File: config.mk
export PLATFORM = sky130hd
export DESIGN_NAME = bmc_ctrl
export DESIGN_NICKNAME = d
export VERILOG_FILES = /design/src/rtl/bmc_pkg.sv /design/src/rtl/bmc_ctrl.sv
export SDC_FILE = /design/constraint.sdc
export NUM_CORES = 1
export LEC_CHECK = 0
export BUFFER_PORTS_ARGS = -buffer_cell sky130_fd_sc_hd__buf_2
export CORE_AREA = 3 3 138 140
export DETAILED_ROUTE_END_ITERATION = 7
export DIE_AREA = 0 0 141 143
export MAX_ROUTING_LAYER = met4
export REMOVE_ABC_BUFFERS = 1
export SYNTH_ARGS = -nofsm -noshare
export SYNTH_HDL_FRONTEND = slang
export SYNTH_SLANG_ARGS = --single-unit
File: constraint.sdc
create_clock -name clock -period 7.48 [get_ports clock]
set_clock_uncertainty 0.1 [all_clocks]
set_input_delay 1.122 -clock clock [delete_from_list [all_inputs] [get_ports clock]]
set_output_delay 1.122 -clock clock [all_outputs]
set_load 0.01 [all_outputs]
File: src/rtl/bmc_pkg.sv
`timescale 1ns / 1ps
`default_nettype none

package bmc_pkg;

   // Frame limits
   localparam int MAX_WIDTH  = 1024;
   localparam int MAX_HEIGHT = 1024;

   localparam int PIX_W = 8;
   localparam int CFG_W = 11;
   localparam int COL_W = $clog2(MAX_WIDTH);
   localparam int WID_W = $clog2(MAX_WIDTH + 1);
   localparam int ROW_W = $clog2(MAX_HEIGHT + 1);
   localparam int SZ_A  = (CFG_W > WID_W) ? CFG_W : WID_W;
   localparam int SZ_W  = (SZ_A > ROW_W) ? SZ_A : ROW_W;

   // Register map
   localparam int CSR_ADDR_W = 2;
   localparam logic [CSR_ADDR_W-1:0] REG_MODE   = CSR_ADDR_W'(0);
   localparam logic [CSR_ADDR_W-1:0] REG_WIDTH  = CSR_ADDR_W'(1);
   localparam logic [CSR_ADDR_W-1:0] REG_HEIGHT = CSR_ADDR_W'(2);

   localparam logic MODE_DILATE = 1'b0;
   localparam logic MODE_ERODE  = 1'b1;

   localparam logic [PIX_W-1:0] FULL_VALUE   = 8'd255;
   localparam logic [CFG_W-1:0] RESET_WIDTH  = 11'd640;
   localparam logic [CFG_W-1:0] RESET_HEIGHT = 11'd480;

   // One item held between the memory read and the evaluation
   typedef struct packed {
      logic             mode;
      logic             emit;        // item produces a result
      logic             upd_upper;   // shift middle row into upper row
      logic             has_left;
      logic             last_col;
      logic             has_up;
      logic             drain;
      logic [PIX_W-1:0] pix;
      logic [COL_W-1:0] col;
      logic             fwd_up;
      logic             fwd_mid;
      logic             fwd_right;
      logic [PIX_W-1:0] fwd_up_data;
      logic [PIX_W-1:0] fwd_mid_data;
   } stage_type;

   // Row store write port
   typedef struct packed {
      logic             mid_en;
      logic             up_en;
      logic [COL_W-1:0] addr;
      logic [PIX_W-1:0] mid_data;
      logic [PIX_W-1:0] up_data;
   } wr_type;

   function automatic logic [SZ_W-1:0] clamp_size(input logic [CFG_W-1:0] v,
                                                  input logic [SZ_W-1:0]  maxv);
      logic [SZ_W-1:0] ve;
      ve = SZ_W'(v);
      if (ve < SZ_W'(2)) begin
         return SZ_W'(2);
      end else if (ve > maxv) begin
         return maxv;
      end
      return ve;
   endfunction

endpackage

`default_nettype wire

File: src/rtl/bmc_ctrl.sv
`timescale 1ns / 1ps
`default_nettype none

module bmc_ctrl (
   input  wire logic                             clock,
   input  wire logic                             reset,
   input  wire logic                             csr_we,
   input  wire logic [bmc_pkg::CSR_ADDR_W-1:0]   csr_addr,
   input  wire logic [bmc_pkg::CFG_W-1:0]        csr_wdata,
   input  wire logic                             req_tvalid,
   input  wire logic [bmc_pkg::PIX_W-1:0]        req_tdata,
   input  wire logic                             req_tuser,
   output logic                                  req_tready,
   input  wire logic                             b_go,
   input  wire bmc_pkg::wr_type                  wr,
   output logic                                  rd_en,
   output logic      [bmc_pkg::COL_W-1:0]        rd_addr_cur,
   output logic      [bmc_pkg::COL_W-1:0]        rd_addr_next,
   output logic                                  b_valid,
   output bmc_pkg::stage_type                    stage
);

   logic                        mode_ff, mode_in;
   logic [bmc_pkg::CFG_W-1:0]   width_ff, width_in;
   logic [bmc_pkg::CFG_W-1:0]   height_ff, height_in;
   logic [bmc_pkg::COL_W-1:0]   col_ff, col_in;
   logic [bmc_pkg::ROW_W-1:0]   row_ff, row_in;
   logic                        b_valid_ff, b_valid_in;
   bmc_pkg::stage_type          stage_ff, stage_in;

   logic [bmc_pkg::SZ_W-1:0]    w, h, col_ext, col_inc, row_ext;
   logic                        drain, last_col, stray, accept, load;
   logic [bmc_pkg::PIX_W-1:0]   pix;

   always_comb begin
      w       = bmc_pkg::clamp_size(width_ff, bmc_pkg::SZ_W'(bmc_pkg::MAX_WIDTH));
      h       = bmc_pkg::clamp_size(height_ff, bmc_pkg::SZ_W'(bmc_pkg::MAX_HEIGHT));
      col_ext = bmc_pkg::SZ_W'(col_ff);
      col_inc = col_ext + bmc_pkg::SZ_W'(1);
      row_ext = bmc_pkg::SZ_W'(row_ff);
      drain    = (row_ext >= h);
      last_col = (col_inc >= w);
      stray    = !drain && req_tuser;
      pix      = drain ? '0 : req_tdata;

      req_tready = !b_valid_ff || b_go;
      accept     = req_tvalid && req_tready;
      load       = accept && !stray;

      rd_en        = load;
      rd_addr_cur  = col_ff;
      rd_addr_next = bmc_pkg::COL_W'(col_inc);

      col_in = col_ff;
      row_in = row_ff;
      if (load) begin
         if (last_col) begin
            col_in = '0;
            row_in = drain ? '0 : (row_ff + bmc_pkg::ROW_W'(1));
         end else begin
            col_in = bmc_pkg::COL_W'(col_inc);
         end
      end

      b_valid_in = load ? 1'b1 : (b_go ? 1'b0 : b_valid_ff);

      stage_in = stage_ff;
      if (load) begin
         stage_in.mode      = mode_ff;
         stage_in.emit      = (row_ff != '0);
         stage_in.upd_upper = (row_ff != '0);
         stage_in.has_left  = (col_ff != '0);
         stage_in.last_col  = last_col;
         // output row is height-1 in the drain phase, else row-1
         stage_in.has_up    = drain || (row_ext >= bmc_pkg::SZ_W'(2));
         stage_in.drain     = drain;
         stage_in.pix       = pix;
         stage_in.col       = col_ff;
         // the item leaving the eval stage writes the stores in this cycle
         stage_in.fwd_up    = wr.up_en && (wr.addr == rd_addr_cur);
         stage_in.fwd_mid   = wr.mid_en && (wr.addr == rd_addr_cur);
         stage_in.fwd_right = wr.mid_en && (wr.addr == rd_addr_next);
         stage_in.fwd_up_data  = wr.up_data;
         stage_in.fwd_mid_data = wr.mid_data;
      end

      mode_in   = mode_ff;
      width_in  = width_ff;
      height_in = height_ff;
      if (csr_we) begin
         case (csr_addr)
            bmc_pkg::REG_MODE:   mode_in   = csr_wdata[0];
            bmc_pkg::REG_WIDTH:  width_in  = csr_wdata;
            bmc_pkg::REG_HEIGHT: height_in = csr_wdata;
            default: ;
         endcase
      end
   end

   always_ff @(posedge clock) begin
      if (reset) begin
         mode_ff    <= bmc_pkg::MODE_DILATE;
         width_ff   <= bmc_pkg::RESET_WIDTH;
         height_ff  <= bmc_pkg::RESET_HEIGHT;
         col_ff     <= '0;
         row_ff     <= '0;
         b_valid_ff <= 1'b0;
      end else begin
         mode_ff    <= mode_in;
         width_ff   <= width_in;
         height_ff  <= height_in;
         col_ff     <= col_in;
         row_ff     <= row_in;
         b_valid_ff <= b_valid_in;
      end
      stage_ff <= stage_in;
   end

   assign b_valid = b_valid_ff;
   assign stage   = stage_ff;

endmodule

`default_nettype wire

# Word level (Yosys, flattened, before mapping)
# Index checks and enable logic that the tools add are counted.
dict set report classes {
  n_reduce_logical 19
  n_addsub 2
  n_mux 14
  eq_ne 4
  magnitude_cmp 7
}
# op n
set ops {}
lappend ops {{$mux 11} 7}
lappend ops {{$ge 11x11->1} 2}
lappend ops {{$gt 11x11->1 const B} 2}
lappend ops {{$lt 11x2->1 const B} 2}
lappend ops {{$eq 10x10->1} 2}
lappend ops {{$add 10x1->11 const B} 1}
lappend ops {{$add 11x1->11 const B} 1}
lappend ops {{$ge 11x2->1 const B} 1}
lappend ops {{$reduce_bool 11->1} 1}
lappend ops {{$mux 10} 1}
lappend ops {{$reduce_bool 10->1} 1}
lappend ops {{$reduce_and 2->1} 4}
lappend ops {{$logic_and 1x1->1} 6}
lappend ops {{$mux 1} 6}
lappend ops {{$logic_not 1->1} 3}
lappend ops {{$eq 2x1->1 const B} 1}
lappend ops {{$eq 2x2->1 const B} 1}
lappend ops {{$logic_not 2->1} 1}
lappend ops {{$logic_or 1x1->1} 2}
lappend ops {{$reduce_bool 2->1} 1}
dict set report word_totals {
  out_inout_bits 67
  inputBits 55
  ff_bits 88
  word_cells 65
}

# Logic depth before layout (Yosys ltp)
# Gate-level depths: netlist (run 1).
dict set report depth {
  depth_word 10
  mapped_depth 14
  depth_no_buf 13
}

# Worst setup path after synthesis (run 1)
# No wires, ideal clock.
dict set report synth_path {
  path_type {reg2out}
  startpoint {reg height_ff[2] in the netlist's numbering}
  endpoint {out rd_en}
  required_time_ns 6.258
  path_slack_ns 3.577
  t_arrival_ns 2.681
  path_stages_with_launch 12
  n_path_buf 0
  path_cell_list {dfxtp_1 -> nor4_1 -> nand2_1 -> or4_1 -> o21ai_1 -> nand2_1 -> ha_1 -> nand2_1 -> o21ai_1 -> o211ai_1 -> a41o_1 -> inv_2}
}
dict set report synth_between {
  elab_chain_cells 9
  word_cells_on_any_way 11
  classes_between {order compare: 3; mux: 4; reduce/logical: 4}
}
# item line
set synth_lines {}
lappend synth_lines {{start, declared} bmc_ctrl.sv:25} ;# logic [bmc_pkg::CFG_W-1:0] height_ff, height_in;
lappend synth_lines {{start signal, assigned} bmc_ctrl.sv:104} ;# height_ff <= bmc_pkg::RESET_HEIGHT;
lappend synth_lines {{start signal, assigned} bmc_ctrl.sv:111} ;# height_ff <= height_in;
lappend synth_lines {{$gt 11x11->1} bmc_pkg.sv:64} ;# end else if (ve > maxv) begin
lappend synth_lines {{$mux 1} bmc_pkg.sv:64}
lappend synth_lines {{$mux 1} bmc_pkg.sv:62} ;# if (ve < SZ_W'(2)) begin
lappend synth_lines {{$mux 11 *} bmc_pkg.sv:67} ;# return ve;
lappend synth_lines {{$ge 11x11->1 *} bmc_ctrl.sv:41} ;# drain = (row_ext >= h);
lappend synth_lines {{$logic_not 1->1 *} bmc_ctrl.sv:43} ;# stray = !drain && req_tuser;
lappend synth_lines {{$logic_and 1x1->1 *} bmc_ctrl.sv:43}
lappend synth_lines {{$logic_not 1->1 *} bmc_ctrl.sv:48} ;# load = accept && !stray;
lappend synth_lines {{$logic_and 1x1->1 *} bmc_ctrl.sv:48}
lappend synth_lines {{end, declared} bmc_ctrl.sv:16} ;# output logic rd_en,
# Every way passes the cells marked *; elsewhere a longest branch is shown, timed or not.

# Final worst setup path (run 1)
dict set report layout_path {
  startpoint {reg height_ff[6] in the netlist's numbering}
  endpoint {out rd_en}
}
# The elaborated chain is that of the path after synthesis.

==> results of run 1 <==
## state kept, by name, summed over array words and instances (netlist names)
| signal | flops |
|---|---|
| rd_addr_cur | 10 |
| row_ext | 11 |
| height_ff | 11 |
| b_valid | 1 |
| stage | 43 |
| width_ff | 11 |
| mode_ff | 1 |
## cell families after synthesis
logic type | count (synthesis) | synth area share
fa+ha+maj | 27 | 0.0755
flops | 88 | 0.490
xor+xnor | 27 | 0.0529
compound gates | 77 | 0.127
simple gates | 191 | 0.214
mux | 1 | 0.00224
buf+inv | 43 | 0.0381
## layout make-up
| type | count | area (sq um) | share of cell area |
|---|---|---|---|
| clock buffers | 10 | 229 | 0.0410 |
| flip-flops and latches | 88 | 2190 | 0.393 |
| clock inverters | 6 | 65.1 | 0.0117 |
| well taps | 229 | 287 | 0.0513 |
| repair buffers | 122 | 613 | 0.110 |
| multi-input cells | 323 | 2110 | 0.378 |
| inverters | 23 | 86.3 | 0.0155 |
## worst max-delay path: stages, from the launching register on
cell,delay (ns)
dfxtp_1,0.33
nor4_1,0.29
nand2_1,0.13
or4_1,0.41
o21ai_1,0.20
nand2_1,0.10
ha_1,0.30
nand2_1,0.06
o21ai_1,0.13
o211ai_1,0.11
a41o_1,0.41
inv_2,0.09
buf_4,0.52
buf_2,0.25
## per-layer routing
layer / up-vias / share of wire / wire length, microns / GRT usage
met5: - / 0 / 0 / -
met4: 0 / 0.0085 / 98 / 0.0260
met3: 11 / 0.061 / 704 / 0.0372
met2: 114 / 0.46 / 5230 / 0.177
met1: 1670 / 0.47 / 5430 / 0.150
li1: 1863 / - / - / -
## cells in the mapped netlist, types with 6 or more instances
cell      count  area share
and2_1       15       0.021
nand2_1      77       0.065
nor3_1        6      0.0067
dfxtp_1      45        0.20
xor2_1        6       0.012
o32ai_1      11       0.022
and3_1        9       0.013
edfxtp_1     43        0.29
a21oi_1      32       0.036
a21o_1        6       0.010
ha_1         27       0.076
a22o_1        6       0.012
inv_1        22       0.018
nor2_1       14       0.012
nand3_1      27       0.030
nor4_1        8       0.011
or3_1         7      0.0098
clkbuf_1     13       0.011
xnor2_1      21       0.041
## final timing paths
| kind | to | slack (ns) | cells past startpoint |
|---|---|---|---|
| max | rd_en | 2.57 | 13 |
| min | width_ff[3]$_SDFFE_PP0P_ | 0.38 | 2 |
| max reg2reg | rd_addr_cur[2]$_SDFFE_PP0P_ | 3.69 | 14 |
| min reg2reg | width_ff[3]$_SDFFE_PP0P_ | 0.38 | 2 |
## where the power goes
part	internal, mW	switching [mW]	leakage [nW]
sequential	0.522	0.00849	0.773
clock	0.260	0.188	0.139
combinational	0.0383	0.0554	1.40
total	0.820	0.252	2.31
==> impl_results.md, run 1 <==
- TritonCTS clock tree: yes
- Synthesized area: 0.00447 sq mm
- Worst R2R Start: height_ff[6]$_SDFFE_PP1P_
- Fin nets: 649
- Placed insts: 785
- Final setup viols: 0
- Row count: 49
- CTS buffer count: 9
- Finished Layout Cells: 801
- Post-DP HPWL: 8600 microns
- Root Buffer: clkbuf_16
- DRC Markers: 0
- # Max-Cap Violations: 0
- Fin util: 0.311
- HP Class: reg -> reg
- Critical hold path startpoint: width_ff[3]$_SDFFE_PP0P_
- Outcome: finished clean
- Global-route wire length before repair: 18000 microns
- Detailed Routing Iterations Pass 1: 4
- Most frequent cells in the layout: 121 x buf_2, 77 x nand2_1, 45 x dfxtp_1
- Placer congestion estimate: 0.785
- Post-CTS Hold Buffers: 0
- FMAX: 204 MHz
- WS Path Type: reg -> out
- Layout cells sized above 1: 0.260
- Post-route cell area: 0.00558 sq mm
- Ys Warns: 0
- Asr flop ratio synth: 0
- Clock sinks: 88
- Post-route ant nets: 0
- Unique masters post-synth: 52
- Worst Setup SP: height_ff[6]$_SDFFE_PP1P_
- Most common cell after layout, fill and taps aside: buf_2
- Sequential share of the synthesized area: 0.490
- Relative slew slack: 0.464
- Slew at the pin with the worst max-slew slack: 0.804 ns
- Pin count of the biggest net entering global routing: 52
- EDFF count, synth: 43
- Hold Slack: 0.375 ns
- Post-synthesis register bit count: 88
- Congestion Overflow GR: 0
- CP Max Fanout: 51
- Post-DR vias/cell: 4.57
- # IOs: 122
- Ant diodes: 0
- Routed WL: 11500 microns
- Startpoint types: register
- CTS H-tree lvls: 3
- Die X: 141 microns
- DRT iter0 DRCs: 187
- Wire length per cell: 14.3 microns
- Number of global-route vias before repair: 3434
- Clock Latency Late Sink: 0.35 ns
- Post-CTS resize count: 0
- Leakage: 2.31 nW
- Port Buffers: 121
- Max-slew violations: 0
- Starting Density: 0.249
- Placed inst area: 0.00529 sq mm
- GRT Total Usage: 0.116
- Fillers: 1893
- Commonest register cell after synthesis: dfxtp_1
- Via count: 3658
- Fin crit period: 4.91 ns
- Gate Count Post-Synth: 454
- Total setup buffers inserted after CTS: 0
- Syn_area_per_cell: 9.85 sq um
- Largest buffer count on any clock path: 2
- Final Power: 1.07 mW
- Die area: 0.0202 sq mm
- Count of final hold-check violations: 0
- Max VDD drop: 0.130 mV
- Worst Setup End Kind: output port
- Clock-pin slew on the worst setup and hold paths: 0.06 ns
- Die height: 143 microns
- Synth-to-layout area growth: 24.8%
- Core area: 0.0180 sq mm
- Critical Path AT: 3.69 ns
- PwrDens: 192 mW/mm^2
- WP data required: 6.26 ns
- Initial antenna violation count: 0
- Final WS setup: 2.57 ns
- Fin crit share: 0.656
- Pre-CTS setup slack: 2.92 ns
- Setup TNS: 0 ns
- RSZ-0062 raised after global routing: false
(Power assumes the default switching activity.)
==> run 2: changes to the inputs <==
--- a/config.mk
+++ b/config.mk
@@ -5,10 +5,11 @@
 export SDC_FILE = /design/constraint.sdc
 export NUM_CORES = 1
 export LEC_CHECK = 0
+export ABC_AREA = 1
 export BUFFER_PORTS_ARGS = -buffer_cell sky130_fd_sc_hd__buf_2
-export CORE_AREA = 3 3 138 140
+export CORE_AREA = 3 3 140 142
 export DETAILED_ROUTE_END_ITERATION = 7
-export DIE_AREA = 0 0 141 143
+export DIE_AREA = 0 0 143 145
 export MAX_ROUTING_LAYER = met4
 export REMOVE_ABC_BUFFERS = 1
 export SYNTH_ARGS = -nofsm -noshare
==> constraint.sdc (replaced) <==
create_clock -name clock -period 3.95 [get_ports clock]
set_clock_uncertainty 0.1 [all_clocks]
set_input_delay 0.5925 -clock clock [delete_from_list [all_inputs] [get_ports clock]]
set_output_delay 0.5925 -clock clock [all_outputs]
set_load 0.01 [all_outputs]
==> impl_results.md, run 2 <==
- CP peak stage delay: 0.32 ns
- Slew at the pin with the worst max-slew slack: 0.905 ns
- CP max-delay cell: dfxtp_1
- Number of global-route vias before repair: 3718
- Relative slew slack: 0.396
- Placer congestion estimate: 0.817
- Fin crit period: 3.56 ns
- Critical Path AT: 2.86 ns
- Layout cells sized above 1: 0.238
- Startpoint types: register
- Yosys top cell by area: edfxtp_1
- Largest buffer count on any clock path: 2
- Largest register FFs: 43
- Ys Warns: 0
- Post-CTS resize count: 0
- Pre-CTS setup slack: 0.562 ns
- Logic gate share of total power: 0.131
- Yosys top cell area share: 0.281
- Post-route cell area: 0.00576 sq mm
- Max-slew violations: 0
- Final WS setup: 0.394 ns
- CTS H-tree lvls: 3
- CTS buffer count: 9
- Count of final hold-check violations: 0
- Placed inst area: 0.00544 sq mm
- GRT Total Usage: 0.121
- Clock Latency Late Sink: 0.35 ns
- Setup TNS: 0 ns
- Die area: 0.0207 sq mm
- Synthesized area: 0.00460 sq mm
- Worst Setup End Kind: output port
- Most frequent cells in the layout: 121 x buf_2, 112 x nand2_1, 85 x nor2_1
- Fin crit share: 0.900
- Gate Count Post-Synth: 548
- DRC Markers: 0
- Net switching power: 0.581 mW
- Global-route wire length before repair: 19300 microns
- Port Buffers: 121
- Sequential Power Share: 0.460
- Fin util: 0.310
- Asr flop ratio synth: 0
- Ant diodes: 0
- WP data required: 3.26 ns
- Via count: 3936
- Sw Ratio: 0.257
- Initial antenna violation count: 0
- Clock sinks: 88
- Post-synthesis register bit count: 88
- Most common cell after layout, fill and taps aside: buf_2
- TritonCTS clock tree: yes
- Worst path cell trace: nor2_1 -> nand4_1 -> o31ai_1 -> o21ai_1 -> inv_2 -> nand2_1 -> ha_1 -> nand2_1 -> nor2_1 -> nand3_1 -> nand4_4 -> nand2_4 -> inv_2 -> buf_2
- EDFF count, synth: 43
- Commonest register cell after synthesis: dfxtp_1
- Most common cell in the netlist: nand2_1
- Outcome: finished clean
- Largest cells by area after synthesis: edfxtp_1 28%, dfxtp_1 20%, nand2_1 9.1%
- HP Class: in -> reg
- Starting Density: 0.248
- Congestion Overflow GR: 0
- Int Pwr: 1.68 mW
- Total setup buffers inserted after CTS: 0
- Post-DP HPWL: 9100 microns
- FMAX: 281 MHz
- Pin count of the biggest net entering global routing: 33
- Routed WL: 11900 microns
- Row count: 50
- Syn_area_per_cell: 8.40 sq um
- # IOs: 122
- Hold Slack: 0.317 ns
- Die height: 145 microns
- # Max-Cap Violations: 0
- Clock share of power: 0.408
- RSZ-0062 raised after global routing: false
- Multi-input gate area: 0.00206 sq mm
- Max VDD drop: 0.194 mV
- Sequential share of the synthesized area: 0.476
- Detailed Routing Iterations Pass 1: 4
- CP Max Fanout: 17
- Clock-pin slew on the worst setup and hold paths: 0.07 ns
- Final setup viols: 0
- DRT iter0 DRCs: 202
- Post-route ant nets: 0
- PwrDens: 392 mW/mm^2
- Post-CTS Hold Buffers: 0
- Core area: 0.0186 sq mm
- Root Buffer: clkbuf_16
- Register area: 0.00219 sq mm
- Fillers: 2000
- Unique masters post-synth: 37
- Wire length per cell: 13.1 microns
- WS Path Type: reg -> out
- Synth top cells by count: 112 x nand2_1, 85 x nor2_1, 67 x inv_1, 45 x dfxtp_1, 43 x edfxtp_1
- Leakage: 2.68 nW
- Fin nets: 754
- Die X: 143 microns
- Post-DR vias/cell: 4.32
- Synth-to-layout area growth: 25.1%
[run 2: changes by cell type in the layout (fill, tap and decap cells not counted), moves of 7 or more]
cell / change
a21oi_1: -11
o21ai_1: +10
nand4_1: +15
xor2_1: +9
nor2_1: +71
and3_1: -9
and2_1: -15
nand2_1: +35
o32ai_1: -11
or3_1: -7
o21ai_0: +21
inv_1: +44
xnor2_1: -16
[run 2: path summary, 6_finish.rpt]
check	slack [ns]	cells past startpoint	start	end
setup / recovery	0.39	14	height_ff[7]$_SDFFE_PP1P_	rd_en
setup reg to reg	0.67	15	rd_addr_cur[1]$_SDFFE_PP0P_	rd_addr_cur[0]$_SDFFE_PP0P_
hold reg to reg	0.39	2	height_ff[8]$_SDFFE_PP1P_	height_ff[8]$_SDFFE_PP1P_
hold / removal	0.32	1	wr[14]	stage[6]$_DFFE_PP_
[run 2: area by class of cell]
class / count / area share
clock buffers: 11 / 0.0404
clock inverters: 5 / 0.0141
inverters: 70 / 0.0456
multi-input cells: 378 / 0.358
flip-flops and latches: 88 / 0.381
well taps: 234 / 0.0509
repair buffers: 125 / 0.110
[run 2: cells by family (layout without fill, tap and decap cells)]
family / count (synthesis) / count (layout) / synth area share
buffers and inverters: 82 / 211 / 0.0770
DFF: 88 / 88 / 0.476
adders and majority gates: 27 / 27 / 0.0734
and+or+nand+nor: 269 / 269 / 0.266
xor gates and xnor gates: 20 / 20 / 0.0381
AOI/OAI and AO/OA: 62 / 62 / 0.0694
[run 2: power groups by stage]
stage | sequential, mW | combinational, mW | clock, mW
2_1_floorplan | 1.07 | 0.163 | 0
3_3_place_gp | 1.06 | 0.298 | 0
3_5_place_dp | 1.06 | 0.301 | 0
4_1_cts | 1.04 | 0.303 | 0.952
5_1_grt | 1.05 | 0.343 | 0.983
6_report | 1.04 | 0.297 | 0.922
[run 2: layer usage]
| metal | up-vias | GRT usage | wire length, microns | share of wire |
|---|---|---|---|---|
| met5 | - | - | 0 | 0 |
| met4 | 0 | 0.0385 | 165 | 0.014 |
| met3 | 13 | 0.0290 | 701 | 0.059 |
| met2 | 114 | 0.179 | 5180 | 0.43 |
| met1 | 1759 | 0.164 | 5870 | 0.49 |
| li1 | 2050 | - | - | - |
[run 2: worst max-delay path: cells and delay by family (launching register included)]
kind	cells	cell delay, ns
and+or+nand+nor	8	1.09
AOI/OAI and AO/OA	2	0.42
buffers and inverters	3	0.40
DFF	1	0.32
adders and majority gates	1	0.29
[run 2: stage by stage]
| step | power, mW | std cells |
|---|---|---|
| 2_1_floorplan | 1.23 | 536 |
| 3_3_place_gp | 1.36 | 895 |
| 3_5_place_dp | 1.36 | 895 |
| 4_1_cts | 2.30 | 911 |
| 5_1_grt | 2.37 | 911 |
| 6_report | 2.26 | 911 |
==> run 3: changes to the inputs <==
--- a/config.mk
+++ b/config.mk
@@ -11,6 +11,7 @@
 export DETAILED_ROUTE_END_ITERATION = 7
 export DIE_AREA = 0 0 143 145
 export MAX_ROUTING_LAYER = met4
+export RECOVER_POWER = 25
 export REMOVE_ABC_BUFFERS = 1
 export SYNTH_ARGS = -nofsm -noshare
 export SYNTH_HDL_FRONTEND = slang
==> impl_results.md, run 3 (same netlist as run 2, synthesis figures left out) <==
- Outcome: finished clean
- TritonCTS clock tree: yes
- Count of final hold-check violations: 0
- DRT iter0 DRCs: 201
- Logic gate share of total power: 0.130
- DRC Markers: 0
- Port Buffers: 121
- Hold Slack: 0.319 ns
- Synth-to-layout area growth: 24.5%
- # IOs: 122
- RSZ-0062 raised after global routing: false
- Pin count of the biggest net entering global routing: 33
- Congestion Overflow GR: 0
- # Max-Cap Violations: 0
- WP data required: 3.26 ns
- Global-route wire length before repair: 19300 microns
- Fillers: 2007
- Int Pwr: 1.68 mW
- FMAX: 282 MHz
- GRT Total Usage: 0.121
- Final setup viols: 0
- Fin crit period: 3.55 ns
- Layout cells sized above 1: 0.207
- Root Buffer: clkbuf_16
- Ant diodes: 0
- Relative slew slack: 0.373
- Max VDD drop: 0.194 mV
- Core area: 0.0186 sq mm
- Largest buffer count on any clock path: 2
- Most common cell after layout, fill and taps aside: nand2_1
- Via count: 3910
- HP Class: in -> reg
- Most frequent cells in the layout: 112 x nand2_1, 101 x buf_2, 85 x nor2_1
- Number of global-route vias before repair: 3718
- Placed insts: 895
- Clock-pin slew on the worst setup and hold paths: 0.07 ns
- Startpoint types: register
- Post-DR vias/cell: 4.29
- CTS buffer count: 9
- Wire length per cell: 13.1 microns
- Net switching power: 0.580 mW
- Post-route ant nets: 0
- Die area: 0.0207 sq mm
- WS Path Type: reg -> out
- Finished Layout Cells: 911
- Leakage: 2.62 nW
- Post-route cell area: 0.00573 sq mm
- Detailed Routing Iterations Pass 1: 4
- Post-DP HPWL: 9100 microns
- Worst Setup End Kind: output port
- Die X: 143 microns
- Die height: 145 microns
- Row count: 50
- Slew at the pin with the worst max-slew slack: 0.940 ns
- Max-slew violations: 0
- Sw Ratio: 0.257
- Placed inst area: 0.00544 sq mm
- Fin nets: 754
- Critical Path AT: 2.85 ns
- Placer congestion estimate: 0.817
- CP Max Fanout: 17
- Setup TNS: 0 ns
- Post-CTS Hold Buffers: 0
- Initial antenna violation count: 0
- CTS H-tree lvls: 3
- Largest register FFs: 43
- Clock sinks: 88
- PwrDens: 394 mW/mm^2
- Fin crit share: 0.898
- Sequential Power Share: 0.461
- Clock share of power: 0.408
- Routed WL: 12000 microns
- Starting Density: 0.248
- Clock Latency Late Sink: 0.35 ns
-- run 3: layout make-up --
cell class,count,area [sq um],share of cell area
Clock buffer,11,233,0.0406
Inverter,70,263,0.0459
Sequential cell,88,2190,0.383
Tap cell,234,293,0.0511
Clock inverter,5,81.3,0.0142
Multi-Input combinational cell,378,2060,0.360
Timing Repair Buffer,125,607,0.106
-- run 3: what timing repair did --
action,CTS,global route
buffers inserted,0,0
setup endpoints to repair,0,1
hold endpoints to repair,0,0
gates resized for setup,0,3
-- run 3: power groups by stage --
stage | registers [mW] | clock network (mW) | logic, mW
2_1_floorplan | 1.07 | 0 | 0.163
3_3_place_gp | 1.06 | 0 | 0.298
3_5_place_dp | 1.06 | 0 | 0.301
4_1_cts | 1.04 | 0.952 | 0.303
5_1_grt | 1.05 | 0.983 | 0.340
6_report | 1.04 | 0.921 | 0.294
-- run 3: worst max-delay path, cell delays in order, from the launching register on --
cell	delay, ns
dfxtp_1	0.32
nor2_1	0.11
nand4_1	0.12
o31ai_1	0.25
o21ai_1	0.16
inv_2	0.14
nand2_1	0.07
ha_1	0.29
nand2_1	0.06
nor2_1	0.19
nand3_1	0.18
nand4_4	0.19
nand2_4	0.16
inv_2	0.12
buf_2	0.14
-- run 3: final timing paths --
kind	endpoint	cells after the start	start	slack, ns
worst max-delay path	rd_en	14	height_ff[7]$_SDFFE_PP1P_	0.40
worst min-delay path	stage[6]$_DFFE_PP_	1	wr[14]	0.32
worst max register to register	rd_addr_cur[5]$_SDFFE_PP0P_	15	rd_addr_cur[0]$_SDFFE_PP0P_	0.60
worst min register to register	height_ff[8]$_SDFFE_PP1P_	2	height_ff[8]$_SDFFE_PP1P_	0.38
-- run 3: routing by layer --
metal  vias to the layer above  share of wire  GRT usage  wire, microns
met5                         -              0          -              0
met4                         0          0.014     0.0385            165
met3                        14          0.068     0.0290            808
met2                       111           0.43      0.179           5180
met1                      1734           0.49      0.164           5820
li1                       2051              -          -              -
-- run 3: stage by stage --
stage	setup slack (ns)	utilization	power, mW
2_1_floorplan	0.555	-	1.23
3_3_place_gp	0.607	0.293	1.36
3_5_place_dp	0.562	0.293	1.36
4_1_cts	0.169	0.310	2.30
5_1_grt	0.0251	0.308	2.37
6_report	0.403	0.308	2.26
