$ cat src/rtl/bmc_pkg.sv
`timescale 1ns / 1ps
`default_nettype none

package bmc_pkg;

   // Frame limits
   localparam int MAX_WIDTH  = 1024;
   localparam int MAX_HEIGHT = 1024;

   localparam int PIX_W = 8;
   localparam int CFG_W = 11;
   localparam int COL_W = $clog2(MAX_WIDTH);
   localparam int WID_W = $clog2(MAX_WIDTH + 1);
   localparam int ROW_W = $clog2(MAX_HEIGHT + 1);
   localparam int SZ_A  = (CFG_W > WID_W) ? CFG_W : WID_W;
   localparam int SZ_W  = (SZ_A > ROW_W) ? SZ_A : ROW_W;

   // Register map
   localparam int CSR_ADDR_W = 2;
   localparam logic [CSR_ADDR_W-1:0] REG_MODE   = CSR_ADDR_W'(0);
   localparam logic [CSR_ADDR_W-1:0] REG_WIDTH  = CSR_ADDR_W'(1);
   localparam logic [CSR_ADDR_W-1:0] REG_HEIGHT = CSR_ADDR_W'(2);

   localparam logic MODE_DILATE = 1'b0;
   localparam logic MODE_ERODE  = 1'b1;

   localparam logic [PIX_W-1:0] FULL_VALUE   = 8'd255;
   localparam logic [CFG_W-1:0] RESET_WIDTH  = 11'd640;
   localparam logic [CFG_W-1:0] RESET_HEIGHT = 11'd480;

   // One item held between the memory read and the evaluation
   typedef struct packed {
      logic             mode;
      logic             emit;        // item produces a result
      logic             upd_upper;   // shift middle row into upper row
      logic             has_left;
      logic             last_col;
      logic             has_up;
      logic             drain;
      logic [PIX_W-1:0] pix;
      logic [COL_W-1:0] col;
      logic             fwd_up;
      logic             fwd_mid;
      logic             fwd_right;
      logic [PIX_W-1:0] fwd_up_data;
      logic [PIX_W-1:0] fwd_mid_data;
   } stage_type;

   // Row store write port
   typedef struct packed {
      logic             mid_en;
      logic             up_en;
      logic [COL_W-1:0] addr;
      logic [PIX_W-1:0] mid_data;
      logic [PIX_W-1:0] up_data;
   } wr_type;

   function automatic logic [SZ_W-1:0] clamp_size(input logic [CFG_W-1:0] v,
                                                  input logic [SZ_W-1:0]  maxv);
      logic [SZ_W-1:0] ve;
      ve = SZ_W'(v);
      if (ve < SZ_W'(2)) begin
         return SZ_W'(2);
      end else if (ve > maxv) begin
         return maxv;
      end
      return ve;
   endfunction

endpackage

`default_nettype wire

$ cat src/rtl/bmc_eval.sv
`timescale 1ns / 1ps
`default_nettype none

module bmc_eval (
   input  wire logic                        clock,
   input  wire logic                        reset,
   input  wire logic                        b_valid,
   input  wire bmc_pkg::stage_type          stage,
   input  wire logic [bmc_pkg::PIX_W-1:0]   up_q,
   input  wire logic [bmc_pkg::PIX_W-1:0]   mid_q,
   input  wire logic [bmc_pkg::PIX_W-1:0]   right_q,
   input  wire logic                        rsp_tready,
   output logic                             b_go,
   output bmc_pkg::wr_type                  wr,
   output logic                             rsp_tvalid,
   output logic      [bmc_pkg::PIX_W-1:0]   rsp_tdata,
   output logic                             rsp_tlast
);

   localparam int SUM_W = bmc_pkg::PIX_W + 2;
   localparam int CNT_W = 3;

   logic [bmc_pkg::PIX_W-1:0] win0_ff, win0_in;
   logic                      rsp_valid_ff, rsp_valid_in;
   logic [bmc_pkg::PIX_W-1:0] rsp_data_ff, rsp_data_in;
   logic                      rsp_last_ff, rsp_last_in;

   logic [bmc_pkg::PIX_W-1:0] up, mid_cur, right;
   logic [SUM_W-1:0]          sum, full_sum;
   logic [CNT_W-1:0]          cnt;
   logic                      hit, rsp_load;

   always_comb begin
      up      = stage.fwd_up    ? stage.fwd_up_data  : up_q;
      mid_cur = stage.fwd_mid   ? stage.fwd_mid_data : mid_q;
      right   = stage.fwd_right ? stage.fwd_mid_data : right_q;

      sum = '0;
      cnt = '0;
      if (stage.has_left) begin
         sum = sum + SUM_W'(win0_ff);
         cnt = cnt + CNT_W'(1);
      end
      if (!stage.last_col) begin
         sum = sum + SUM_W'(right);
         cnt = cnt + CNT_W'(1);
      end
      if (stage.has_up) begin
         sum = sum + SUM_W'(up);
         cnt = cnt + CNT_W'(1);
      end
      if (!stage.drain) begin
         sum = sum + SUM_W'(stage.pix);
         cnt = cnt + CNT_W'(1);
      end
      full_sum = SUM_W'(SUM_W'(bmc_pkg::FULL_VALUE) * SUM_W'(cnt));

      if (stage.mode == bmc_pkg::MODE_DILATE) begin
         hit = (sum >= SUM_W'(bmc_pkg::FULL_VALUE));
      end else begin
         hit = (sum == full_sum);
      end

      b_go     = b_valid && (!stage.emit || !rsp_valid_ff || rsp_tready);
      rsp_load = b_go && stage.emit;

      wr.mid_en   = b_go;
      wr.up_en    = b_go && stage.upd_upper;
      wr.addr     = stage.col;
      wr.mid_data = stage.pix;
      wr.up_data  = mid_cur;

      win0_in = (b_go && stage.upd_upper) ? mid_cur : win0_ff;

      rsp_valid_in = rsp_load ? 1'b1 : (rsp_tready ? 1'b0 : rsp_valid_ff);
      rsp_data_in  = rsp_data_ff;
      rsp_last_in  = rsp_last_ff;
      if (rsp_load) begin
         rsp_data_in = hit ? bmc_pkg::FULL_VALUE : '0;
         rsp_last_in = stage.drain && stage.last_col;
      end
   end

   always_ff @(posedge clock) begin
      if (reset) begin
         win0_ff      <= '0;
         rsp_valid_ff <= 1'b0;
      end else begin
         win0_ff      <= win0_in;
         rsp_valid_ff <= rsp_valid_in;
      end
      rsp_data_ff <= rsp_data_in;
      rsp_last_ff <= rsp_last_in;
   end

   assign rsp_tvalid = rsp_valid_ff;
   assign rsp_tdata  = rsp_data_ff;
   assign rsp_tlast  = rsp_last_ff;

endmodule

`default_nettype wire

$ cat config.mk
export PLATFORM = sky130hd
export DESIGN_NAME = bmc_eval
export DESIGN_NICKNAME = d
export VERILOG_FILES = /design/src/rtl/bmc_pkg.sv /design/src/rtl/bmc_eval.sv
export SDC_FILE = /design/constraint.sdc
export NUM_CORES = 1
export LEC_CHECK = 0
export ABC_AREA = 0
export BUFFER_PORTS_ARGS = -buffer_cell sky130_fd_sc_hd__buf_2
export CAP_MARGIN = 20
export CORE_ASPECT_RATIO = 0.7
export CORE_MARGIN = 2
export CORE_UTILIZATION = 49
export CTS_CLUSTER_DIAMETER = 100
export CTS_CLUSTER_SIZE = 8
export DETAILED_ROUTE_END_ITERATION = 7
export PLACE_DENSITY = 0.78
export RECOVER_POWER = 25
export SKIP_CTS_REPAIR_TIMING = 1
export SYNTH_ARGS = -nofsm -noshare
export SYNTH_HDL_FRONTEND = slang
export SYNTH_SLANG_ARGS = --single-unit
$ cat constraint.sdc
create_clock -name clock -period 15.85 [get_ports clock]
set_clock_uncertainty 0.05 [all_clocks]
set_input_delay 1.585 -clock clock [delete_from_list [all_inputs] [get_ports clock]]
set_output_delay 1.585 -clock clock [all_outputs]
set_load 0.01 [all_outputs]
== Yosys cells after proc, flatten, opt, wreduce, memory -nomap -nowiden ==
Index checks and enable logic that the tools add are counted.
Word-level totals
  register bits: 18
  input bits: 72
  output and inout port bits: 39
Cells by class
  $add $sub $neg: 6
  multiply operators: 1
  $lt $le $gt $ge: 1
  equality and inequality tests: 1
  mux-type cells: 15
  reductions and logical operators: 9
Operators by type and width (count)
  8-bit two-way mux: 5
  10-bit by 8-bit adder with 10-bit output: 3
  10-bit two-way mux: 3
  10-bit == test: 1
  10-bit by 8-bit greater-or-equal comparator with 1-bit output (second input constant): 1
  8-bit by 3-bit multiplier with 10-bit output (first input constant): 1
  3-bit by 1-bit adder with 3-bit output (second input constant): 3
  3-bit two-way mux: 3
  1-bit logical AND: 4
  1-bit two-way mux: 4
  1-bit logical NOT: 2
  1-bit logical OR: 2
  2-bit nonzero test: 1

== Depth between registers and ports, before layout ==
Gate-level depths: netlist (run 1).
  depth after elaboration: 11
  depth in mapped cells: 26

== Least setup slack after synthesis (run 1) ==
No wires, ideal clock.
  path kind: input -> register
  start point: in stage[39] (netlist bit)
  end point: reg rsp_data_ff (netlist bit rsp_tdata[6]), data pin
  setup time: 0.264 ns
  arrival time: 6.266 ns
  data required time: 15.536 ns
  slack: 9.270 ns
  stages: 19
  path buffers: 2
  cell sequence: buf_4 -> clkbuf_1 -> inv_1 -> ha_1 -> xor2_1 -> ha_1 -> mux2_2 -> fa_1 -> ha_1 -> fa_1 -> o21a_1 -> o21a_1 -> or3_1 -> and2_1 -> o32ai_1 -> xnor2_1 -> nor3_1 -> o311ai_1 -> o211ai_2
On the way
  word-level cells in the longest chain between the ends: 9
  elaborated cells on any way between the ends: 15
RTL lines
  from (decl): RTL line bmc_eval.sv:8  | input wire bmc_pkg::stage_type stage,
  3-bit two-way mux: RTL line bmc_eval.sv:44  | if (!stage.last_col) begin
  3-bit by 1-bit adder with 3-bit output: RTL line bmc_eval.sv:50  | cnt = cnt + CNT_W'(1);
  3-bit two-way mux: RTL line bmc_eval.sv:48  | if (stage.has_up) begin
  3-bit by 1-bit adder with 3-bit output: RTL line bmc_eval.sv:54  | cnt = cnt + CNT_W'(1);
  3-bit two-way mux: RTL line bmc_eval.sv:52  | if (!stage.drain) begin
  8-bit by 3-bit multiplier with 10-bit output: RTL line bmc_eval.sv:56  | full_sum = SUM_W'(SUM_W'(bmc_pkg::FULL_VALUE) * SUM_W'(cnt));
  10-bit == test: RTL line bmc_eval.sv:61  | hit = (sum == full_sum);
  1-bit two-way mux (*): RTL line bmc_eval.sv:58  | if (stage.mode == bmc_pkg::MODE_DILATE) begin
  named net hit: RTL line bmc_eval.sv:31  | logic hit, rsp_load;
  8-bit two-way mux (*): RTL line bmc_eval.sv:79  | rsp_data_in = hit ? bmc_pkg::FULL_VALUE : '0;
  to (signal assigned): RTL line bmc_eval.sv:92  | rsp_data_ff <= rsp_data_in;
  to (decl): RTL line bmc_eval.sv:25  | logic [bmc_pkg::PIX_W-1:0] rsp_data_ff, rsp_data_in;
The timed path passes the listed nets; every way through them passes the cells marked *.
A chain may end at the register's enable or synchronous reset.

== Final worst setup path (run 1) ==
Ends and elaborated chain as after synthesis.

==> impl_summary.txt, run 1 <==
----------------------------------------------------
[Routing]
  Drt initial violations ... 195
  Post-route DRC ... 0
  Routed WL per cell ... 15.13 um
  Via density per instance ... 5.798
  Total routed wirelength ... 7778 um
  Via count ... 2,980
  TritonRoute pass-1 iters ... 5
  Detail Route Antenna Nets ... 0

[Logic synthesis]
  Post-synthesis cell count ... 382
  Main combinational cell family by area after synthesis ... compound AO/OA/AOI/OAI gates
  Adder-cell area share of the yosys netlist ... 0.1878
  Seq/Total Area, Yosys ... 0.07837
  Net Count, Synth ... 495
  Asr flop ratio synth ... 0
  Area fraction in compound gates after synthesis ... 0.2351
  Leading post-synthesis cells by cell area ... sky130_fd_sc_hd__ha_1, sky130_fd_sc_hd__mux2_2, sky130_fd_sc_hd__buf_4
  Share of the synthesized netlist area taken by xor and xnor gates ... 0.06000
  Leading register cell type out of synthesis ... sky130_fd_sc_hd__dfxtp_1
  Distinct cell type count after synthesis ... 68
  Warnings, synthesis ... 0
  Mean instance size in the synthesized netlist ... 8.025 sq um
  Top-area cell type share of the netlist area ... 0.1388
  Library cell with the largest summed area after synthesis ... sky130_fd_sc_hd__ha_1
  EDFF count, synth ... 2
  #FFs+latches synth ... 11
  Synth Cell Area ... 3065 sq um
  Area fraction in and, or, nand and nor cells after synthesis ... 0.1759
  Share of synthesized area spent on multiplexers ... 0.1457

[Placed design]
  Worst slack after detailed placement ... 8.744 ns
  Count of buffers from port buffering ... 90
  Dpl cells ... 510
  Detailed placement HPWL ... 6556 um
  Global placer's final weighted congestion ... 0.9370

[CTS]
  Clock root buffer ... sky130_fd_sc_hd__clkbuf_8
  H-Tree Level Count ... 1
  Clock Tree Buf Depth ... 2
  Reg clk slew, reported paths ... 0.05 ns
  Clk_lat worst skew ... 0.24 ns
  Total clock buffers created by CTS ... 3
  Number of clock sinks ... 11
  TritonCTS clock tree ... built

[STA]
  Post-layout worst setup margin ... 8.942 ns
  Unrepaired setup endpoints after global routing ... false
  Slew of the pin with the lowest slew margin ... 1.086 ns
  Final setup vio count ... 0
  Max_slew headroom ... 0.2760
  Number of pins with negative max-slew slack in the final report ... 0
  Final Critical Period ... 6.908 ns
  Total Neg Setup Slack ... 0 ns
  Endpoints failing hold ... 0
  Highest achievable clock rate ... 144.8 MHz
  Fraction of the cycle the final worst path needs ... 0.4358

[Pwr]
  Portion of total power attributed to combinational logic ... 0.750
  Clock network power share ... 0.120
  Net Switching ... 112.3 uW
  Leakage power ... 1.598 nW
  Switching share of power ... 0.4661
  Internal power contribution ... 128.7 uW
  Worst voltage drop across the vdd grid ... 0.00002349 V
  Share of power burned in registers ... 0.130
  Power density of the placed cells ... 71.29 nW/um^2

[Global routing]
  Vias in the first global route ... 2,846
  Total overflow reported by the global router ... 0
  First-pass GRT wire length ... 13,050 um
  GRT Resource Usage Total ... 0.2265
  Antenna violations before repair ... 0
  Maximum number of pins on one net before global-route repair ... 26

[Final layout]
  Post-route insts no fill ... 514
  Area added between synthesis and finish ... 10.29%
  Fraction of layout instances using a drive strength above 1 ... 0.2844
  Antenna diode count ... 0
  Layout net count ... 550
  Post-layout utilization of the core ... 0.5519

[Setup path]
  Critical Path End Type ... register
  Max Fanout on Critical Path ... 23
  Type of the setup path with the least slack ... in2reg
  Data arrival, critical path ... 6.85 ns
  Type of element launching the critical path ... primary input
  Required @ worst endpoint ... 15.79 ns

[Die]
  Chip height ... 70.18 um
  Width of the die ... 98.54 um
  Standard-cell row count ... 24
  Die Area ... 6915 sq um
  Number of I/O pins ... 111
  Standard cell core area ... 6126 sq um
  Starting utilization of the core area ... 0.5004

[Hold path]
  Path category of the worst min-delay check ... reg2reg

[Job]
  Max-cap violation count ... 0

[Status]
  Result of the run ... finished clean

----------------------------------------------------
[per-stage QoR]
step                hold WS, ns  cell area (sq um)  power, mW
floorplan                0.4015               3065     0.1743
global placement         0.4189               3348     0.2037
detailed placement       0.4359               3348     0.2104
CTS                      0.4459               3393     0.2408
global route             0.4753               3381     0.2663
finish                   0.4366               3381     0.2410
[final cells by class]
| class | instances | area, sq um |
|---|---|---|
| Clock buffer | 4 | 45.04 |
| Fill cell | 587 | 2745 |
| Inverter | 25 | 93.84 |
| Multi-Input combinational cell | 306 | 2466 |
| Sequential cell | 11 | 240.2 |
| Tap cell | 78 | 97.59 |
| Timing Repair Buffer | 90 | 437.9 |
[power by group through the flow]
stage	clock network, mW	logic [mW]	registers, mW
6_report	0.0289	0.181	0.0312
3_5_place_dp	0	0.179	0.0318
3_3_place_gp	0	0.172	0.0317
2_1_floorplan	0	0.143	0.0318
4_1_cts	0.0298	0.180	0.0312
5_1_grt	0.0311	0.204	0.0314
[cell families after synthesis]
kind of cell / count (synthesis)
adders and majority gates: 42
AOI/OAI and AO/OA: 98
DFF: 11
muxes: 40
xor gates and xnor gates: 21
buffers and inverters: 65
and+or+nand+nor: 105
[cells in the mapped netlist, types with 4 or more instances]
master / instances
sky130_fd_sc_hd__o31ai_1: 6
sky130_fd_sc_hd__fa_1: 7
sky130_fd_sc_hd__inv_1: 24
sky130_fd_sc_hd__and2_1: 9
sky130_fd_sc_hd__clkbuf_1: 7
sky130_fd_sc_hd__nor2_1: 35
sky130_fd_sc_hd__a21oi_1: 18
sky130_fd_sc_hd__xor2_1: 10
sky130_fd_sc_hd__buf_4: 28
sky130_fd_sc_hd__o21a_1: 9
sky130_fd_sc_hd__a211oi_1: 4
sky130_fd_sc_hd__ha_1: 34
sky130_fd_sc_hd__nor2b_1: 7
sky130_fd_sc_hd__mux2i_1: 12
sky130_fd_sc_hd__nor3_1: 6
sky130_fd_sc_hd__nand3_1: 11
sky130_fd_sc_hd__o21ai_0: 20
sky130_fd_sc_hd__mux2_2: 27
sky130_fd_sc_hd__a21o_1: 6
sky130_fd_sc_hd__xnor2_1: 11
sky130_fd_sc_hd__dfxtp_1: 9
sky130_fd_sc_hd__nand2_1: 18
[cell usage in the layout, fill, tap and decap left out, types with 3 or more instances in the layout]
cell	n
sky130_fd_sc_hd__and2_1	8
sky130_fd_sc_hd__nor2b_1	7
sky130_fd_sc_hd__mux2i_1	12
sky130_fd_sc_hd__ha_1	34
sky130_fd_sc_hd__a211oi_1	4
sky130_fd_sc_hd__nand3_1	11
sky130_fd_sc_hd__xnor2_1	11
sky130_fd_sc_hd__nand2_1	18
sky130_fd_sc_hd__nor2_1	35
sky130_fd_sc_hd__o21a_1	9
sky130_fd_sc_hd__nor3_1	6
sky130_fd_sc_hd__fa_1	7
sky130_fd_sc_hd__a21o_1	6
sky130_fd_sc_hd__clkbuf_1	11
sky130_fd_sc_hd__o31a_1	3
sky130_fd_sc_hd__xor2_1	10
sky130_fd_sc_hd__buf_2	80
sky130_fd_sc_hd__inv_1	24
sky130_fd_sc_hd__o21ai_0	20
sky130_fd_sc_hd__dfxtp_1	9
sky130_fd_sc_hd__or3_1	3
sky130_fd_sc_hd__o31ai_1	6
sky130_fd_sc_hd__a21oi_1	18
sky130_fd_sc_hd__clkbuf_8	3
sky130_fd_sc_hd__mux2_2	27
sky130_fd_sc_hd__nor4b_1	3
[final timing paths]
kind | from | to | slack [ns] | depth (start not counted)
setup / recovery | stage[39] | rsp_tdata[6]$_DFFE_PP_ | 8.94 | 19
hold / removal | win0_ff[0]$_SDFFE_PP0P_ | win0_ff[0]$_SDFFE_PP0P_ | 0.44 | 2
setup reg to reg | win0_ff[1]$_SDFFE_PP0P_ | rsp_tdata[6]$_DFFE_PP_ | 10.59 | 22
hold reg to reg | win0_ff[0]$_SDFFE_PP0P_ | win0_ff[0]$_SDFFE_PP0P_ | 0.44 | 2
[worst max-delay path, stage by stage]
cell and delay, ns:
sky130_fd_sc_hd__buf_2 0.34, sky130_fd_sc_hd__inv_1 0.12, sky130_fd_sc_hd__ha_1 0.35, sky130_fd_sc_hd__xor2_1 0.22, sky130_fd_sc_hd__ha_1 0.25, sky130_fd_sc_hd__nor2b_1 0.13
sky130_fd_sc_hd__xnor2_1 0.55, sky130_fd_sc_hd__fa_1 0.63, sky130_fd_sc_hd__ha_1 0.28, sky130_fd_sc_hd__fa_1 0.41, sky130_fd_sc_hd__o21a_1 0.18, sky130_fd_sc_hd__o21a_1 0.19
sky130_fd_sc_hd__or3_1 0.33, sky130_fd_sc_hd__and2_1 0.20, sky130_fd_sc_hd__o32ai_1 0.41, sky130_fd_sc_hd__xnor2_1 0.17, sky130_fd_sc_hd__nor3_1 0.08, sky130_fd_sc_hd__o311ai_1 0.30
sky130_fd_sc_hd__o211ai_2 0.10
[state kept, by name, summed over array words and instances (netlist names)]
signal,cells
rsp_tdata,1
win0_ff,8
rsp_tlast,1
rsp_tvalid,1
[layer usage]
layer / track usage / part of all wire
met1: 0.3237 / 0.46
met5: 0 / 0
met3: 0.02803 / 0.069
met4: 0.02435 / 0.0032
met2: 0.3794 / 0.47
No activity file was read; power rests on OpenSTA's default activity.
==> inputs of run 2 (changes only) <==
--- a/config.mk
+++ b/config.mk
@@ -10,7 +10,7 @@
 export CAP_MARGIN = 20
 export CORE_ASPECT_RATIO = 0.7
 export CORE_MARGIN = 2
-export CORE_UTILIZATION = 49
+export CORE_UTILIZATION = 47
 export CTS_CLUSTER_DIAMETER = 100
 export CTS_CLUSTER_SIZE = 8
 export DETAILED_ROUTE_END_ITERATION = 7
==> constraint.sdc (replaced) <==
create_clock -name clock -period 5.9 [get_ports clock]
set_clock_uncertainty 0.05 [all_clocks]
set_input_delay 0.59 -clock clock [delete_from_list [all_inputs] [get_ports clock]]
set_output_delay 0.59 -clock clock [all_outputs]
set_load 0.01 [all_outputs]
==> run 2 against run 1 <==
  * Critical path depth rose by 3
  * Critical endpoint unchanged
  * Critical path type unchanged
  * Core utilization decreased by 0.26 points
  * Highest routed layer unchanged
  * Flip-flop and latch count stayed put
  * Register-to-register slack worse by 10 ns
  * Clock power rose to 2.6 times the previous value
  * Via count down 1.1%
  * Wire length grew 0.80%
  * Hold slack improved by 0.0047 ns
  * Sequential share of layout area is 0.14 points lower
  * Die area grew 4.0%
  * First-iteration DRC count rose by 11%
  * Final cell count is 1.4% higher
==> impl_summary.txt, run 2 (synthesized netlist as in run 1, its figures left out) <==
----------------------------------------------------
[Status]
  Result of the run ... finished clean

[CTS]
  Clock Tree Buf Depth ... 2
  Number of clock sinks ... 11
  Total clock buffers created by CTS ... 3
  Clk_lat worst skew ... 0.24 ns
  H-Tree Level Count ... 1
  Clock root buffer ... sky130_fd_sc_hd__clkbuf_8
  TritonCTS clock tree ... built
  Reg clk slew, reported paths ... 0.05 ns

[Setup path]
  Required @ worst endpoint ... 5.94 ns
  Type of the setup path with the least slack ... in2reg
  Max Fanout on Critical Path ... 6
  Critical Path End Type ... register
  Reg-to-reg setup timing slack ... 0.63 ns
  Worst R2R Start ... win0_ff[0]$_SDFFE_PP0P_
  Type of element launching the critical path ... primary input
  Data arrival, critical path ... 5.69 ns
  Critical path destination ... rsp_tdata[6]$_DFFE_PP_
  Worst R2R Path Depth ... 21
  CP Launch Point ... stage[16]
  Reg2Reg Capture Point ... rsp_tdata[6]$_DFFE_PP_

[Pwr]
  Power density of the placed cells ... 189.8 nW/um^2
  Leakage power ... 1.658 nW
  Power consumption ... 654.3 uW
  Worst voltage drop across the vdd grid ... 0.00007260 V

[Routing]
  Total routed wirelength ... 7840 um
  Detail Route Antenna Nets ... 0
  Via count ... 2,947
  TritonRoute pass-1 iters ... 5
  Post-route DRC ... 0
  Drt initial violations ... 217
  Via density per instance ... 5.656
  Routed WL per cell ... 15.05 um

[STA]
  Post-layout worst setup margin ... 0.2581 ns
  Total Neg Setup Slack ... 0 ns
  Final setup vio count ... 0
  Post-Route Hold Slack ... 0.4413 ns
  Final Critical Period ... 5.642 ns
  Max_slew headroom ... 0.5834
  Endpoints failing hold ... 0
  Highest achievable clock rate ... 177.2 MHz
  Number of pins with negative max-slew slack in the final report ... 0
  Slew of the pin with the lowest slew margin ... 0.6184 ns
  Fraction of the cycle the final worst path needs ... 0.9562

[Die]
  Width of the die ... 100.5 um
  Standard-cell row count ... 24
  Number of I/O pins ... 111
  Starting utilization of the core area ... 0.4884
  Chip height ... 71.57 um
  Die Area ... 7195 sq um
  Standard cell core area ... 6276 sq um

[Hold path]
  Path category of the worst min-delay check ... reg2reg

[Final layout]
  Post-layout utilization of the core ... 0.5492
  Cell area after layout ... 3447 sq um
  Most common cell after layout, fill and taps aside ... sky130_fd_sc_hd__buf_2
  Top library cells by usage in the layout, fill and taps aside ... sky130_fd_sc_hd__buf_2, sky130_fd_sc_hd__nor2_1, sky130_fd_sc_hd__ha_1
  Largest reg by FF count ... win0_ff
  Fraction of layout instances using a drive strength above 1 ... 0.3160
  Reg area ... 240.2 sq um
  Number of inserted filler cells in the final layout ... 592
  Antenna diode count ... 0
  Post-route insts no fill ... 521
  Layout net count ... 557
  Area added between synthesis and finish ... 12.45%
  Area occupied by multi-input gates ... 2470 sq um
  Flip-flop count of the largest register, all copies and words added ... 8

[Placed design]
  Dpl cells ... 517
  Detailed placement HPWL ... 6646 um
  Worst slack after detailed placement ... 0.04431 ns
  Count of buffers from port buffering ... 90
  Global placer's final weighted congestion ... 0.9726
  Placed inst area ... 3401 sq um

[Job]
  Max-cap violation count ... 0

[Global routing]
  Maximum number of pins on one net before global-route repair ... 24
  First-pass GRT wire length ... 12,590 um
  Met3 GRT Util ... 0.02244
  Met2 track demand over resource in global routing ... 0.3445
  Vias in the first global route ... 2,750
  Antenna violations before repair ... 0
  Global routing's busiest layer ... met2
  Total overflow reported by the global router ... 0
  Routing usage on met1 ... 0.3305
  GRT Resource Usage Total ... 0.2182

----------------------------------------------------
-- run 2: layer usage --
layer | share of wire | wire length, um
met1 | 0.49 | 3832
met2 | 0.43 | 3374
met3 | 0.076 | 592
met4 | 0.0054 | 42
met5 | 0 | 0
-- run 2: layout make-up --
type                    instances  share of cell area
flip-flops and latches         11             0.06969
multi-input cells             306              0.7165
well taps                      78             0.02831
clock buffers                   4             0.01307
repair buffers                 97              0.1452
inverters                      25             0.02722
-- run 2: worst min-delay path by stage --
stage | startpoint | to | slack [ns] | depth (start not counted)
3_5_place_dp | win0_ff[7]$_SDFFE_PP0P_ | win0_ff[7]$_SDFFE_PP0P_ | 0.43 | 2
6_report | win0_ff[7]$_SDFFE_PP0P_ | win0_ff[7]$_SDFFE_PP0P_ | 0.44 | 2
5_1_grt | win0_ff[1]$_SDFFE_PP0P_ | win0_ff[1]$_SDFFE_PP0P_ | 0.47 | 2
2_1_floorplan | win0_ff[0]$_SDFFE_PP0P_ | win0_ff[0]$_SDFFE_PP0P_ | 0.40 | 2
4_1_cts | win0_ff[7]$_SDFFE_PP0P_ | win0_ff[7]$_SDFFE_PP0P_ | 0.44 | 2
3_3_place_gp | win0_ff[0]$_SDFFE_PP0P_ | win0_ff[0]$_SDFFE_PP0P_ | 0.42 | 2
-- run 2: where the power goes --
group / total (mW) / internal (mW) / switching, mW
Combinational: 0.494 / 0.226 / 0.268
Sequential: 0.0839 / 0.0813 / 0.00261
Clock: 0.0765 / 0.0475 / 0.0290
Total: 0.654 / 0.355 / 0.300
-- run 2: critical path: stages --
cell	delay, ns
sky130_fd_sc_hd__buf_2	0.13
sky130_fd_sc_hd__mux2_2	0.35
sky130_fd_sc_hd__ha_1	0.22
sky130_fd_sc_hd__fa_1	0.43
sky130_fd_sc_hd__xor2_1	0.19
sky130_fd_sc_hd__nor2_1	0.07
sky130_fd_sc_hd__xnor2_1	0.30
sky130_fd_sc_hd__ha_1	0.33
sky130_fd_sc_hd__o21ai_0	0.17
sky130_fd_sc_hd__nor2_1	0.10
sky130_fd_sc_hd__o31ai_1	0.43
sky130_fd_sc_hd__a21oi_1	0.18
sky130_fd_sc_hd__xnor2_1	0.19
sky130_fd_sc_hd__mux2_2	0.28
sky130_fd_sc_hd__ha_1	0.36
sky130_fd_sc_hd__nand3_1	0.10
sky130_fd_sc_hd__a21oi_1	0.25
sky130_fd_sc_hd__nor3_1	0.11
sky130_fd_sc_hd__or4b_1	0.46
sky130_fd_sc_hd__o311ai_0	0.11
sky130_fd_sc_hd__o311ai_1	0.17
sky130_fd_sc_hd__o211ai_2	0.15
==> inputs of run 3 (changes only) <==
--- a/config.mk
+++ b/config.mk
@@ -16,6 +16,7 @@
 export DETAILED_ROUTE_END_ITERATION = 7
 export PLACE_DENSITY = 0.78
 export RECOVER_POWER = 25
+export REMOVE_ABC_BUFFERS = 1
 export SKIP_CTS_REPAIR_TIMING = 1
 export SYNTH_ARGS = -nofsm -noshare
 export SYNTH_HDL_FRONTEND = slang
==> run 3 against run 2 <==
  * Flip-flop and latch count unchanged
  * Sequential power about the same
  * Worst setup slack improved by 0.059 ns
  * Combinational power fell by 0.8%
  * Power fell by 0.17%
  * Count of clock-buffer cells in the layout unchanged
  * First-iteration DRC count shrank 8.8%
  * Die area stayed put
  * Global-route usage decreased by 0.27 points
  * Cell area fell by 0.44%
  * Largest cell class unchanged
  * Largest power group unchanged
  * Highest routed layer unchanged
==> impl_summary.txt, run 3 (synthesized netlist as in run 1, its figures left out) <==
----------------------------------------------------
[CTS]
  Number of clock sinks ... 11
  Clock Tree Buf Depth ... 2
  Clock root buffer ... sky130_fd_sc_hd__clkbuf_8
  Total clock buffers created by CTS ... 3
  TritonCTS clock tree ... built
  Clk_lat worst skew ... 0.25 ns
  Reg clk slew, reported paths ... 0.06 ns
  H-Tree Level Count ... 1

[Routing]
  Drt initial violations ... 198
  Post-route DRC ... 0
  Wire length on met1 ... 3843 um
  DR WL met2 ... 3390 um
  Detail Route Antenna Nets ... 0
  Uppermost signal routing layer after detailed routing ... met4
  Via density per instance ... 5.785
  Via count ... 2,985
  Met3 wirelength from detailed routing ... 661 um
  Routed WL per cell ... 15.45 um
  Total routed wirelength ... 7971 um
  TritonRoute pass-1 iters ... 4

[Setup path]
  Reg-to-reg setup timing slack ... 0.78 ns
  Cell family with the largest share of critical-path delay ... compound AO/OA/AOI/OAI gates
  Worst R2R Start ... win0_ff[0]$_SDFFE_PP0P_
  Reg2Reg Capture Point ... rsp_tdata[6]$_DFFE_PP_
  Type of the setup path with the least slack ... in2reg
  Buffer and inverter count on the worst path ... 2
  Chain of cells forming the critical path ... clkbuf_4 -> mux2_2 -> ha_1 -> a21oi_2 -> maj3_1 -> xnor2_1 -> o21ai_2 -> inv_1 -> ha_1 -> o21ai_0 -> nor2_1 -> o31ai_2 -> a21oi_1 -> xnor2_1 -> mux2_2 -> ha_1 -> nand3_1 -> a21oi_1 -> nor3_1 -> or4b_1 -> o311ai_0 -> o311ai_1 -> o211ai_2
  Critical Path Most Common Cell ... sky130_fd_sc_hd__ha_1
  Max Fanout on Critical Path ... 8
  Type of element launching the critical path ... primary input
  Data arrival, critical path ... 5.62 ns
  Worst R2R Path Depth ... 21
  Crit path max-delay cell type ... sky130_fd_sc_hd__or4b_1
  Delay of the slowest cell on the worst path ... 0.47 ns
  Critical Path End Type ... register
  Required @ worst endpoint ... 5.94 ns

[Die]
  Die Area ... 7195 sq um
  Standard-cell row count ... 24
  Standard cell core area ... 6276 sq um
  Number of I/O pins ... 111
  Starting utilization of the core area ... 0.4884
  Chip height ... 71.57 um
  Width of the die ... 100.5 um

[STA]
  Slew of the pin with the lowest slew margin ... 0.5789 ns
  Final Critical Period ... 5.583 ns
  Highest achievable clock rate ... 179.1 MHz
  Final setup vio count ... 0
  Endpoints failing hold ... 0
  Number of pins with negative max-slew slack in the final report ... 0
  Fraction of the cycle the final worst path needs ... 0.9462
  Unrepaired setup endpoints after global routing ... false
  Max_slew headroom ... 0.6100

[Final layout]
  Top library cells by usage in the layout, fill and taps aside ... sky130_fd_sc_hd__buf_2, sky130_fd_sc_hd__nor2_1, sky130_fd_sc_hd__ha_1
  Number of inserted filler cells in the final layout ... 590
  Area occupied by multi-input gates ... 2490 sq um
  Antenna diode count ... 0
  Fraction of layout instances using a drive strength above 1 ... 0.3174
  Largest reg by FF count ... win0_ff
  Cell area after layout ... 3432 sq um
  Reg area ... 240.2 sq um
  Flip-flop count of the largest register, all copies and words added ... 8
  Most common cell after layout, fill and taps aside ... sky130_fd_sc_hd__buf_2
  Layout net count ... 552
  Post-layout utilization of the core ... 0.5469
  Area added between synthesis and finish ... 11.96%

[Global routing]
  Maximum number of pins on one net before global-route repair ... 26
  GRT Resource Usage Total ... 0.2155
  First-pass GRT wire length ... 12,580 um
  Antenna violations before repair ... 0
  Vias in the first global route ... 2,678
  Total overflow reported by the global router ... 0

[Pwr]
  Worst voltage drop across the vdd grid ... 0.00009276 V
  Leakage power ... 1.640 nW
  Power density of the placed cells ... 190.3 nW/um^2

[Hold path]
  Path category of the worst min-delay check ... reg2reg
  Number of instances on the worst hold path ... 2
  Worst Hold Endpoint ... win0_ff[7]$_SDFFE_PP0P_
  Worst hold start ... win0_ff[7]$_SDFFE_PP0P_

[Placed design]
  Global placer's final weighted congestion ... 0.9823
  Detailed placement HPWL ... 6656 um
  Count of buffers from port buffering ... 90
  Placed inst area ... 3363 sq um

[Job]
  Max-cap violation count ... 0

[Status]
  Result of the run ... finished clean

----------------------------------------------------
==> run 3: cell types whose count changed in the layout (fill, tap and decap cells not counted), sizes merged <==
cell and change:
buf -6, clkbuf +1
==> run 3: routing by layer <==
| metal | vias up | global-route usage |
|---|---|---|
| li1 | 1473 | - |
| met1 | 1367 | 0.3243 |
| met2 | 137 | 0.3229 |
| met3 | 8 | 0.04293 |
| met4 | 0 | 0.03653 |
| met5 | - | 0 |
==> run 3: worst max path at each step <==
| stage | start | end | slack, ns | cells past startpoint |
|---|---|---|---|---|
| floorplan | stage[39] | rsp_tdata[6]$_DFFE_PP_ | 0.78 | 17 |
| global placement | stage[16] | rsp_tdata[6]$_DFFE_PP_ | 0.10 | 23 |
| detailed placement | stage[16] | rsp_tdata[6]$_DFFE_PP_ | -0.08 | 23 |
| CTS | stage[16] | rsp_tdata[6]$_DFFE_PP_ | 0.16 | 23 |
| global route | stage[16] | rsp_tdata[6]$_DFFE_PP_ | 0.03 | 22 |
| finish | stage[16] | rsp_tdata[6]$_DFFE_PP_ | 0.32 | 23 |
==> run 3: layout make-up <==
cell class	count	area share
multi-input cells	306	0.7255
repair buffers	92	0.1356
flip-flops and latches	11	0.07000
well taps	78	0.02844
inverters	25	0.02734
clock buffers	4	0.01312
==> run 3: metrics by stage <==
step	power, mW	cells	setup TNS, ns	setup WS, ns	hold WS, ns
finish	0.6532	516	0	0.3172	0.4362
global route	0.7148	516	0	0.03143	0.4700
CTS	0.6472	516	0	0.1597	0.4416
detailed placement	0.5633	512	-0.07725	-0.07725	0.4271
global placement	0.5475	512	0	0.1028	0.4163
floorplan	0.4396	342	0	0.7760	0.4015
==> run 3: tightest hold or removal path, cell delays in order (launching register included) <==
cell and delay [ns]:
sky130_fd_sc_hd__dfxtp_1 0.32, sky130_fd_sc_hd__mux2i_1 0.06, sky130_fd_sc_hd__nor2_1 0.07
==> run 3: report_power, final <==
part / leakage, nW / internal [mW] / switching (mW)
Clock: 0.0228 / 0.0477 / 0.0317
Combinational: 1.52 / 0.221 / 0.269
Sequential: 0.0930 / 0.0812 / 0.00240
Total: 1.64 / 0.350 / 0.303
